<file path="config.mk">
export PLATFORM = sky130hd
export DESIGN_NAME = cycling_speed_cadence_decoder_top
export DESIGN_NICKNAME = d
export VERILOG_FILES = /design/src/sv/csc_pkg.sv /design/src/sv/cycling_speed_cadence_decoder_top.sv /design/src/sv/csc_front.sv /design/src/sv/csc_divider.sv /design/src/sv/csc_back.sv
export SDC_FILE = /design/constraint.sdc
export NUM_CORES = 2
export LEC_CHECK = 0
export BUFFER_PORTS_ARGS = -buffer_cell sky130_fd_sc_hd__buf_2
export CORE_MARGIN = 1
export CORE_UTILIZATION = 45
export CTS_BUF_LIST = sky130_fd_sc_hd__clkbuf_8
export DETAILED_ROUTE_END_ITERATION = 16
export HOLD_SLACK_MARGIN = 0.1
export PLACE_DENSITY_LB_ADDON = 0.3
export SLEW_MARGIN = 20
export SYNTH_ARGS = -nofsm -noshare
export SYNTH_HDL_FRONTEND = slang
export SYNTH_HIERARCHICAL = 1
export SYNTH_SLANG_ARGS = --single-unit
export TNS_END_PERCENT = 50
</file>
<file path="constraint.sdc">
create_clock -name clk -period 7.4 [get_ports clk]
set_input_delay 0.74 -clock clk [delete_from_list [all_inputs] [get_ports clk]]
set_output_delay 0.74 -clock clk [all_outputs]
set_load 0.03 [all_outputs]
</file>
<file path="src/sv/csc_pkg.sv">
// Shared types and constants for the cycling speed and cadence decoder.
`timescale 1ns / 1ps
package csc_pkg;
    localparam int FrameLength = 11;
    localparam logic [9:0] CircReset = 10'd217;
    localparam int FlagWheel = 0;
    localparam int FlagCrank = 1;

    // Decoded frame handed from the front end to the back end
    typedef struct packed {
        logic [31:0] wc;
        logic [15:0] wt;
        logic [15:0] cc;
        logic [15:0] ct;
        logic [31:0] now;
    } frame_t;

    // Result fields
    typedef struct packed {
        logic [22:0] ride_time_s;
        logic [31:0] distance_cm;
        logic        riding;
        logic [15:0] cadence_rpm;
        logic [15:0] speed_kmh_x10;
    } result_t;
endpackage

</file>
<file path="src/sv/cycling_speed_cadence_decoder_top.sv">
// Top level of the cycling speed and cadence decoder.
// Usage:
//   s_axis: one notification byte per transaction. tdata carries data_byte
//   in bits [7:0] and now_ms in bits [39:8]; tlast marks the final byte.
//   m_axis: one result transaction per 11-byte frame; frames of other
//   lengths give nothing. cfg: writes the wheel circumference in cm.
// Throughput: one byte per cycle while bytes arrive and the front is not
//   stalled. Decode of a frame in the back end is bounded by two 56-step serial
//   divisions (speed then cadence) in one shared divider.
//   The first frame after reset runs no division.
// A one-entry frame register between front and back lets the front keep
//   collecting the next frame while the back works; the front stalls all
//   input while that register holds a frame the back has not yet taken.
// Reset clears all totals and history; circumference returns to 217.
// If m_axis stalls, the result stays held and the back end waits.
`timescale 1ns / 1ps
module cycling_speed_cadence_decoder_top
(
    input  logic        clk,
    input  logic        rst_n,
    input  logic        s_axis_tvalid,
    output logic        s_axis_tready,
    input  logic [39:0] s_axis_tdata,   // data_byte[7:0], now_ms[39:8]
    input  logic        s_axis_tlast,
    output logic        m_axis_tvalid,
    input  logic        m_axis_tready,
    output logic [87:0] m_axis_tdata,   // speed[15:0], cadence[31:16], riding[32],
                                        // distance[64:33], ride_time_s[87:65]
    input  logic        cfg_valid,
    output logic        cfg_ready,
    input  logic [9:0]  cfg_data
);
    import csc_pkg::*;

    logic [9:0] circ_reg;
    logic       fr_valid;
    logic       fr_ready;
    frame_t     fr_data;
    result_t    res;

    assign cfg_ready    = 1'b1;
    assign m_axis_tdata = res;

    // Hold circumference
    always_ff @(posedge clk or negedge rst_n)
    begin
        if (!rst_n)
        begin
            circ_reg <= CircReset;
        end
        else if (cfg_valid)
        begin
            circ_reg <= cfg_data;
        end
    end

    csc_front u_front
    (
        .clk       (clk),
        .rst_n     (rst_n),
        .in_valid  (s_axis_tvalid),
        .in_ready  (s_axis_tready),
        .data_byte (s_axis_tdata[7:0]),
        .last_byte (s_axis_tlast),
        .now_ms    (s_axis_tdata[39:8]),
        .fr_valid  (fr_valid),
        .fr_ready  (fr_ready),
        .fr_data   (fr_data)
    );

    csc_back u_back
    (
        .clk       (clk),
        .rst_n     (rst_n),
        .circ      (circ_reg),
        .fr_valid  (fr_valid),
        .fr_ready  (fr_ready),
        .fr_data   (fr_data),
        .res_valid (m_axis_tvalid),
        .res_ready (m_axis_tready),
        .res_data  (res)
    );
endmodule

</file>
<file path="src/sv/csc_front.sv">
// Front end: collects notification bytes, checks length, extracts fields.
`timescale 1ns / 1ps
module csc_front
(
    input  logic           clk,
    input  logic           rst_n,
    input  logic           in_valid,
    output logic           in_ready,
    input  logic [7:0]     data_byte,
    input  logic           last_byte,
    input  logic [31:0]    now_ms,
    output logic           fr_valid,
    input  logic           fr_ready,
    output csc_pkg::frame_t fr_data
);
    import csc_pkg::*;

    logic [3:0]  byte_index_reg;
    logic        overflow_reg;
    logic [7:0]  bytes_reg [FrameLength];
    logic        fr_valid_reg;
    frame_t      fr_data_reg;
    logic        take;
    logic        store;
    logic [7:0]  b [FrameLength];
    logic [7:0]  flags;
    frame_t      dec;

    assign in_ready = !fr_valid_reg || fr_ready;
    assign take     = in_valid && in_ready;
    assign store    = !overflow_reg && (byte_index_reg < 4'(FrameLength));
    assign fr_valid = fr_valid_reg;
    assign fr_data  = fr_data_reg;

    // View of the frame with the final byte in place
    always_comb
    begin
        for (int i = 0; i < FrameLength; i++)
        begin
            b[i] = bytes_reg[i];
        end
        b[FrameLength-1] = data_byte;
        flags = b[0];
        dec = '0;
        dec.now = now_ms;
        if (flags[FlagWheel])
        begin
            dec.wc = {b[4], b[3], b[2], b[1]};
            dec.wt = {b[6], b[5]};
            if (flags[FlagCrank])
            begin
                dec.cc = {b[8], b[7]};
                dec.ct = {b[10], b[9]};
            end
        end
        else if (flags[FlagCrank])
        begin
            dec.cc = {b[2], b[1]};
            dec.ct = {b[4], b[3]};
        end
    end

    // Store bytes
    always_ff @(posedge clk)
    begin
        if (take && store)
        begin
            bytes_reg[byte_index_reg] <= data_byte;
        end
    end

    // Track position and emit good frames
    always_ff @(posedge clk or negedge rst_n)
    begin
        if (!rst_n)
        begin
            byte_index_reg <= '0;
            overflow_reg   <= 1'b0;
            fr_valid_reg   <= 1'b0;
        end
        else
        begin
            if (fr_valid_reg && fr_ready)
            begin
                fr_valid_reg <= 1'b0;
            end
            if (take)
            begin
                if (last_byte)
                begin
                    byte_index_reg <= '0;
                    overflow_reg   <= 1'b0;
                    if (store && byte_index_reg == 4'(FrameLength - 1))
                    begin
                        fr_valid_reg <= 1'b1;
                    end
                end
                else if (store)
                begin
                    byte_index_reg <= byte_index_reg + 4'd1;
                end
                else
                begin
                    overflow_reg <= 1'b1;
                end
            end
        end
    end

    always_ff @(posedge clk)
    begin
        if (take && last_byte)
        begin
            fr_data_reg <= dec;
        end
    end
endmodule

</file>
<file path="src/sv/csc_divider.sv">
// Iterative restoring divider, one quotient bit per cycle.
`timescale 1ns / 1ps
module csc_divider
(
    input  logic        clk,
    input  logic        rst_n,
    input  logic        start,
    input  logic [55:0] dividend,
    input  logic [31:0] divisor,
    output logic        done,
    output logic [55:0] quotient
);
    logic [55:0] q_reg;
    logic [32:0] r_reg;
    logic [31:0] d_reg;
    logic [5:0]  cnt_reg;
    logic        busy_reg;
    logic        done_reg;
    logic [32:0] shifted;
    logic [33:0] diff;

    assign shifted  = {r_reg[31:0], q_reg[55]};
    assign diff     = {1'b0, shifted} - {2'b0, d_reg};
    assign done     = done_reg;
    assign quotient = q_reg;

    // Shift and subtract
    always_ff @(posedge clk or negedge rst_n)
    begin
        if (!rst_n)
        begin
            busy_reg <= 1'b0;
            done_reg <= 1'b0;
            cnt_reg  <= '0;
        end
        else
        begin
            done_reg <= 1'b0;
            if (start)
            begin
                busy_reg <= 1'b1;
                cnt_reg  <= 6'd55;
            end
            else if (busy_reg)
            begin
                cnt_reg <= cnt_reg - 6'd1;
                if (cnt_reg == '0)
                begin
                    busy_reg <= 1'b0;
                    done_reg <= 1'b1;
                end
            end
        end
    end

    always_ff @(posedge clk)
    begin
        if (start)
        begin
            q_reg <= dividend;
            r_reg <= '0;
            d_reg <= divisor;
        end
        else if (busy_reg)
        begin
            if (!diff[33])
            begin
                r_reg <= diff[32:0];
                q_reg <= {q_reg[54:0], 1'b1};
            end
            else
            begin
                r_reg <= shifted;
                q_reg <= {q_reg[54:0], 1'b0};
            end
        end
    end
endmodule

</file>
<file path="src/sv/csc_back.sv">
// Back end: differences, accumulators, speed and cadence division, result register.
`timescale 1ns / 1ps
module csc_back
(
    input  logic            clk,
    input  logic            rst_n,
    input  logic [9:0]      circ,
    input  logic            fr_valid,
    output logic            fr_ready,
    input  csc_pkg::frame_t fr_data,
    output logic            res_valid,
    input  logic            res_ready,
    output csc_pkg::result_t res_data
);
    import csc_pkg::*;

    // Reciprocal of 1000 scaled by 2^38, exact for every 32-bit dividend
    localparam logic [28:0] MsToSec = 29'h10624DD3;

    typedef enum logic [8:0] {
        S_IDLE  = 9'b000000001,
        S_DIFF  = 9'b000000010,
        S_MUL1  = 9'b000000100,
        S_MUL2  = 9'b000001000,
        S_SPD   = 9'b000010000,
        S_CAD   = 9'b000100000,
        S_DIST  = 9'b001000000,
        S_SEC   = 9'b010000000,
        S_OUT   = 9'b100000000
    } state_t;

    state_t      state_reg;
    logic        have_prev_reg;
    frame_t      prev_reg;
    frame_t      cur_reg;
    logic [31:0] total_rev_reg;
    logic [31:0] total_ms_reg;
    logic [15:0] cadence_reg;
    logic [15:0] speed_reg;
    logic        riding_reg;
    logic [31:0] dwc_reg;
    logic [15:0] dwt_reg;
    logic [15:0] dcc_reg;
    logic [15:0] dct_reg;
    logic [41:0] cd_reg;
    logic [41:0] dist_reg;
    logic [60:0] sec_prod_reg;
    logic        res_valid_reg;
    result_t     res_reg;
    logic        div_start;
    logic [55:0] div_dividend;
    logic [31:0] div_divisor;
    logic        div_done;
    logic [55:0] div_q;
    logic [32:0] rev_sum;
    logic [32:0] ms_sum;

    assign fr_ready  = (state_reg == S_IDLE);
    assign res_valid = res_valid_reg;
    assign res_data  = res_reg;
    assign rev_sum   = {1'b0, total_rev_reg} + {1'b0, dwc_reg};
    assign ms_sum    = {1'b0, total_ms_reg} + {1'b0, cur_reg.now - prev_reg.now};

    csc_divider u_div
    (
        .clk      (clk),
        .rst_n    (rst_n),
        .start    (div_start),
        .dividend (div_dividend),
        .divisor  (div_divisor),
        .done     (div_done),
        .quotient (div_q)
    );

    // Launch divisions
    always_comb
    begin
        div_start    = 1'b0;
        div_dividend = 56'(cd_reg) * 56'd9216;
        div_divisor  = 32'(dwt_reg) * 32'd25;
        case (state_reg)
            S_MUL2:
            begin
                div_start = (dwt_reg != '0);
            end
            S_SPD:
            begin
                if (div_done || dwt_reg == '0)
                begin
                    div_start    = (dct_reg != '0);
                    div_dividend = 56'(dcc_reg) * 56'd61440;
                    div_divisor  = 32'(dct_reg);
                end
            end
            default:
            begin
                div_start = 1'b0;
            end
        endcase
    end

    // Sequence one frame
    always_ff @(posedge clk or negedge rst_n)
    begin
        if (!rst_n)
        begin
            state_reg     <= S_IDLE;
            have_prev_reg <= 1'b0;
            prev_reg      <= '0;
            total_rev_reg <= '0;
            total_ms_reg  <= '0;
            cadence_reg   <= '0;
            speed_reg     <= '0;
            riding_reg    <= 1'b0;
            res_valid_reg <= 1'b0;
        end
        else
        begin
            if (res_valid_reg && res_ready)
            begin
                res_valid_reg <= 1'b0;
            end
            case (state_reg)
                S_IDLE:
                begin
                    if (fr_valid)
                    begin
                        state_reg <= have_prev_reg ? S_DIFF : S_DIST;
                    end
                end
                S_DIFF:
                begin
                    state_reg <= S_MUL1;
                end
                S_MUL1:
                begin
                    riding_reg    <= (dwc_reg != '0);
                    total_rev_reg <= rev_sum[32] ? '1 : rev_sum[31:0];
                    if (dwc_reg != '0)
                    begin
                        total_ms_reg <= ms_sum[32] ? '1 : ms_sum[31:0];
                    end
                    state_reg <= S_MUL2;
                end
                S_MUL2:
                begin
                    state_reg <= S_SPD;
                end
                S_SPD:
                begin
                    if (dwt_reg == '0)
                    begin
                        speed_reg <= '0;
                        state_reg <= S_CAD;
                    end
                    else if (div_done)
                    begin
                        speed_reg <= (div_q > 56'hFFFF) ? 16'hFFFF : div_q[15:0];
                        state_reg <= S_CAD;
                    end
                end
                S_CAD:
                begin
                    if (dct_reg == '0)
                    begin
                        state_reg <= S_DIST;
                    end
                    else if (div_done)
                    begin
                        cadence_reg <= (div_q > 56'hFFFF) ? 16'hFFFF : div_q[15:0];
                        state_reg   <= S_DIST;
                    end
                end
                S_DIST:
                begin
                    prev_reg      <= cur_reg;
                    have_prev_reg <= 1'b1;
                    state_reg     <= S_SEC;
                end
                S_SEC:
                begin
                    state_reg <= S_OUT;
                end
                S_OUT:
                begin
                    if (!res_valid_reg || res_ready)
                    begin
                        res_valid_reg <= 1'b1;
                        state_reg     <= S_IDLE;
                    end
                end
                default:
                begin
                    state_reg <= S_IDLE;
                end
            endcase
        end
    end

    // Datapath registers
    always_ff @(posedge clk)
    begin
        case (state_reg)
            S_IDLE:
            begin
                cur_reg <= fr_data;
            end
            S_DIFF:
            begin
                dwc_reg <= cur_reg.wc - prev_reg.wc;
                dwt_reg <= cur_reg.wt - prev_reg.wt;
                dcc_reg <= cur_reg.cc - prev_reg.cc;
                dct_reg <= cur_reg.ct - prev_reg.ct;
            end
            S_MUL1:
            begin
                cd_reg <= 42'(circ) * 42'(dwc_reg);
            end
            S_DIST:
            begin
                dist_reg <= 42'(circ) * 42'(total_rev_reg);
            end
            S_SEC:
            begin
                sec_prod_reg <= 61'(total_ms_reg) * 61'(MsToSec);
            end
            S_OUT:
            begin
                // Load the whole result only once the previous one has left
                if (!res_valid_reg || res_ready)
                begin
                    res_reg.distance_cm   <= (dist_reg > 42'hFFFFFFFF) ? '1 : dist_reg[31:0];
                    res_reg.ride_time_s   <= sec_prod_reg[60:38];
                    res_reg.speed_kmh_x10 <= speed_reg;
                    res_reg.cadence_rpm   <= cadence_reg;
                    res_reg.riding        <= riding_reg;
                end
            end
            default:
            begin
                cur_reg <= cur_reg;
            end
        endcase
    end
endmodule
</file>
==> flow_metrics.tcl <==
set metrics [dict create \
    timing.setup.tns_ns 0 \
    status "finished, final reports clean" \
    setup_viol 0 \
    drive_gt1_share_pct 9.05 \
    clock_sinks 937 \
    first_pass_iters 6 \
    syn_area_sq_um 81800 \
    ant_nets 0 \
    clk_pin_slew_ns 0.06 \
    fin_crit_ns 7.20 \
    yosysWarnings 6 \
    ios 147 \
    dp_cells 10200 \
    synth_top_area_cell "edfxtp_1" \
    drt_iter0_markers 3063 \
    fp.dieW_um 428 \
    fin_nets 9835 \
    max-cap-violations 0 \
    finalMaxSlewViolations 0 \
    vias 55700 \
    rows 156 \
    critPathLaunchType "flip-flop" \
    cpMaxStageDelayCell "fa_1" \
    finalPower_uw 22800 \
    cts_tree "done" \
    drt-wirelength-per-cell_um 18.1 \
    cp_max_fo 8 \
    clock_skew_ns 0.0816 \
    h-tree-depth 4 \
    critical-path-max-stage-delay_ns 0.52 \
    p_per_area_nw_per_um2 254 \
    synth_top_cell_area_share_pct 24.3 \
    ir_drop_v 0.000268 \
    gp_congestion 0.905 \
    synth_seq_area_share_pct 32.5 \
    grt_pass1_wl_um 313000 \
    hold_path_class "input port to flip-flop" \
    ys.flop_type "edfxtp_1" \
    numPortBuffers 145 \
    fin_crit_sh_pct 97.3 \
    start_util_pct 45.3 \
    cp-end-kind "flip-flop" \
    fill_cells 16400 \
    clk_path_buf_depth 3 \
    synthTopCellsByArea "edfxtp_1, fa_1, ha_1" \
    yosys.cell_types.count 109 \
    tightest_slew_ns 1.10 \
    postLayoutCellArea_sq_um 89900 \
    syn2layout_area_growth_pct 9.86 \
    finalHoldViolCount 0 \
    arrival_ns 7.85 \
    fp.dieArea_sq_um 184000 \
    grt_pass1_vias 58100 \
    leakagePower_uw 0.0427 \
    dp_hpwl_um 148000 \
    fp.coreArea_sq_um 181000 \
    cp_common_cell "fa_1" \
    drcViolationCount 0 \
    antenna_found_initial 4 \
    worst-setup-path-type "flip-flop to flip-flop" \
    grt_use_total_pct 21.2 \
    synth_seq_cells 937 \
    die_h_um 428 \
    fmax_mhz 139 \
    required_ns 8.06 \
    insertion_delay_ns 0.94 \
    slew_headroom_pct 26.7 \
    async_reset_ff_share_pct 26.0 \
    syn_avg_cell_area_sq_um 10.5 \
    grt_setup_unrepaired "yes" \
    ctsRootBufferMaster "clkbuf_8" \
    grt_remaining_overflow 0 \
    synth-edff-count 661 \
    wl_um 191000 \
    finalNonFillerCells 10600 \
    netlist_instances 7801 \
    dpl_cell_area_sq_um 85600 \
    numCtsBuffers 169 \
    grt_max_degree 157 \
    vias_per_cell 5.27 \
]
placed cells by master, fill, tap and decap left out, types with 47 or more instances in the layout:
| master | instances |
|---|---|
| dfrtp_1 | 229 |
| nor3_1 | 60 |
| nor2_1 | 342 |
| a21oi_1 | 363 |
| nor2b_1 | 70 |
| o21a_1 | 47 |
| and2_1 | 341 |
| ha_1 | 912 |
| o21bai_1 | 47 |
| edfxtp_1 | 661 |
| o21ai_0 | 323 |
| nand2_1 | 764 |
| buf_2 | 144 |
| clkbuf_8 | 177 |
| xnor2_1 | 201 |
| xor2_1 | 128 |
| a21o_1 | 161 |
| nand2b_1 | 63 |
| fa_1 | 823 |
| mux2_2 | 69 |
| nand3_1 | 75 |
| buf_4 | 113 |
| inv_1 | 1212 |
cell usage after synthesis (128+ instances only):
cell type	count
a21o_1	161
a21oi_1	369
and2_1	341
clkbuf_1	239
dfrtp_1	238
edfxtp_1	661
fa_1	823
ha_1	912
inv_1	1180
nand2_1	764
nor2_1	345
o21ai_0	328
xnor2_1	201
xor2_1	128
worst max-delay path: cells and delay by family (launching register included):
family                     cells  cell delay [ns]
AOI/OAI and AO/OA              9             1.74
DFF                            1             0.50
and+or+nand+nor                1             0.19
adders and majority gates      9             4.02
buffers and inverters          6             0.49
logic make-up (layout without fill, tap and decap cells):
kind of cell,Yosys count,after routing,synth area share (%)
AND/OR/NAND/NOR,1958,1958,11.5
adder cells (fa/ha/maj),1735,1735,34.1
buffers and inverters,1439,1808,6.68
AO/OA/AOI/OAI,1288,1288,10.1
flip-flops,937,937,32.5
XOR/XNOR,329,329,3.52
multiplexers,113,113,1.55
other,2,26,0.00918
report_power, final:
part	internal (uW)	switching, uW
Sequential	6860	330
Combinational	4380	5970
Clock	2890	2410
area by class of cell:
type                       count  area (sq um)  share of cell area [%]
tap                         2370          2970                    3.30
multi-input combinational   5445         50000                    55.6
timing repair buffer         311          2200                    2.45
antenna                        4          10.0                  0.0111
clock buffer                 177          2440                    2.71
sequential                   937         26600                    29.6
clock inverter               140          1260                    1.40
inverter                    1180          4430                    4.93
path summary, 6_finish.rpt:
check | slack, ns | endpoint | startpoint | depth (start not counted)
setup reg to reg | 0.20 | u_back/sec_prod_reg[60] | u_back/total_ms_reg[8] | 25
max in group asynchronous | 5.56 | circ_reg[5] | rst_n | 3
min in group asynchronous | 0.43 | u_back/speed_reg[1] | rst_n | 2
setup / recovery | 0.20 | u_back/sec_prod_reg[60] | u_back/total_ms_reg[8] | 25
hold / removal | 0.22 | u_back/res_valid | m_axis_tready | 3
hold reg to reg | 0.39 | u_back/cur_reg[58] | u_front/fr_data[58] | 0
layer usage:
metal | vias to the layer above | share of wire [%] | global-route usage, %
met3 | 271 | 4.7 | 3.39
li1 | 26600 | - | -
met1 | 27700 | 46 | 29.1
met4 | 0 | 2.4 | 5.61
met2 | 1176 | 47 | 34.8
met5 | - | 0 | 0
repair_timing:
item	in CTS	in global routing
setup endpoints to repair	8	16
pin swaps	0	7
hold endpoints to repair	119	0
buffers inserted	0	2
gates resized for setup	3	19
hold buffers	44	0
per-stage QoR:
step / hold slack, ns / worst slack, ns / utilization, %
4_1_cts: 0.106 / 0.0397 / 49.7
5_1_grt: 0.152 / -0.0470 / 49.7
3_3_place_gp: 0.401 / 0.0145 / 47.4
6_report: 0.219 / 0.203 / 49.7
2_1_floorplan: 0.400 / 0.124 / -
3_5_place_dp: 0.405 / -0.107 / 47.4
Power figures use the tool's default switching activity.
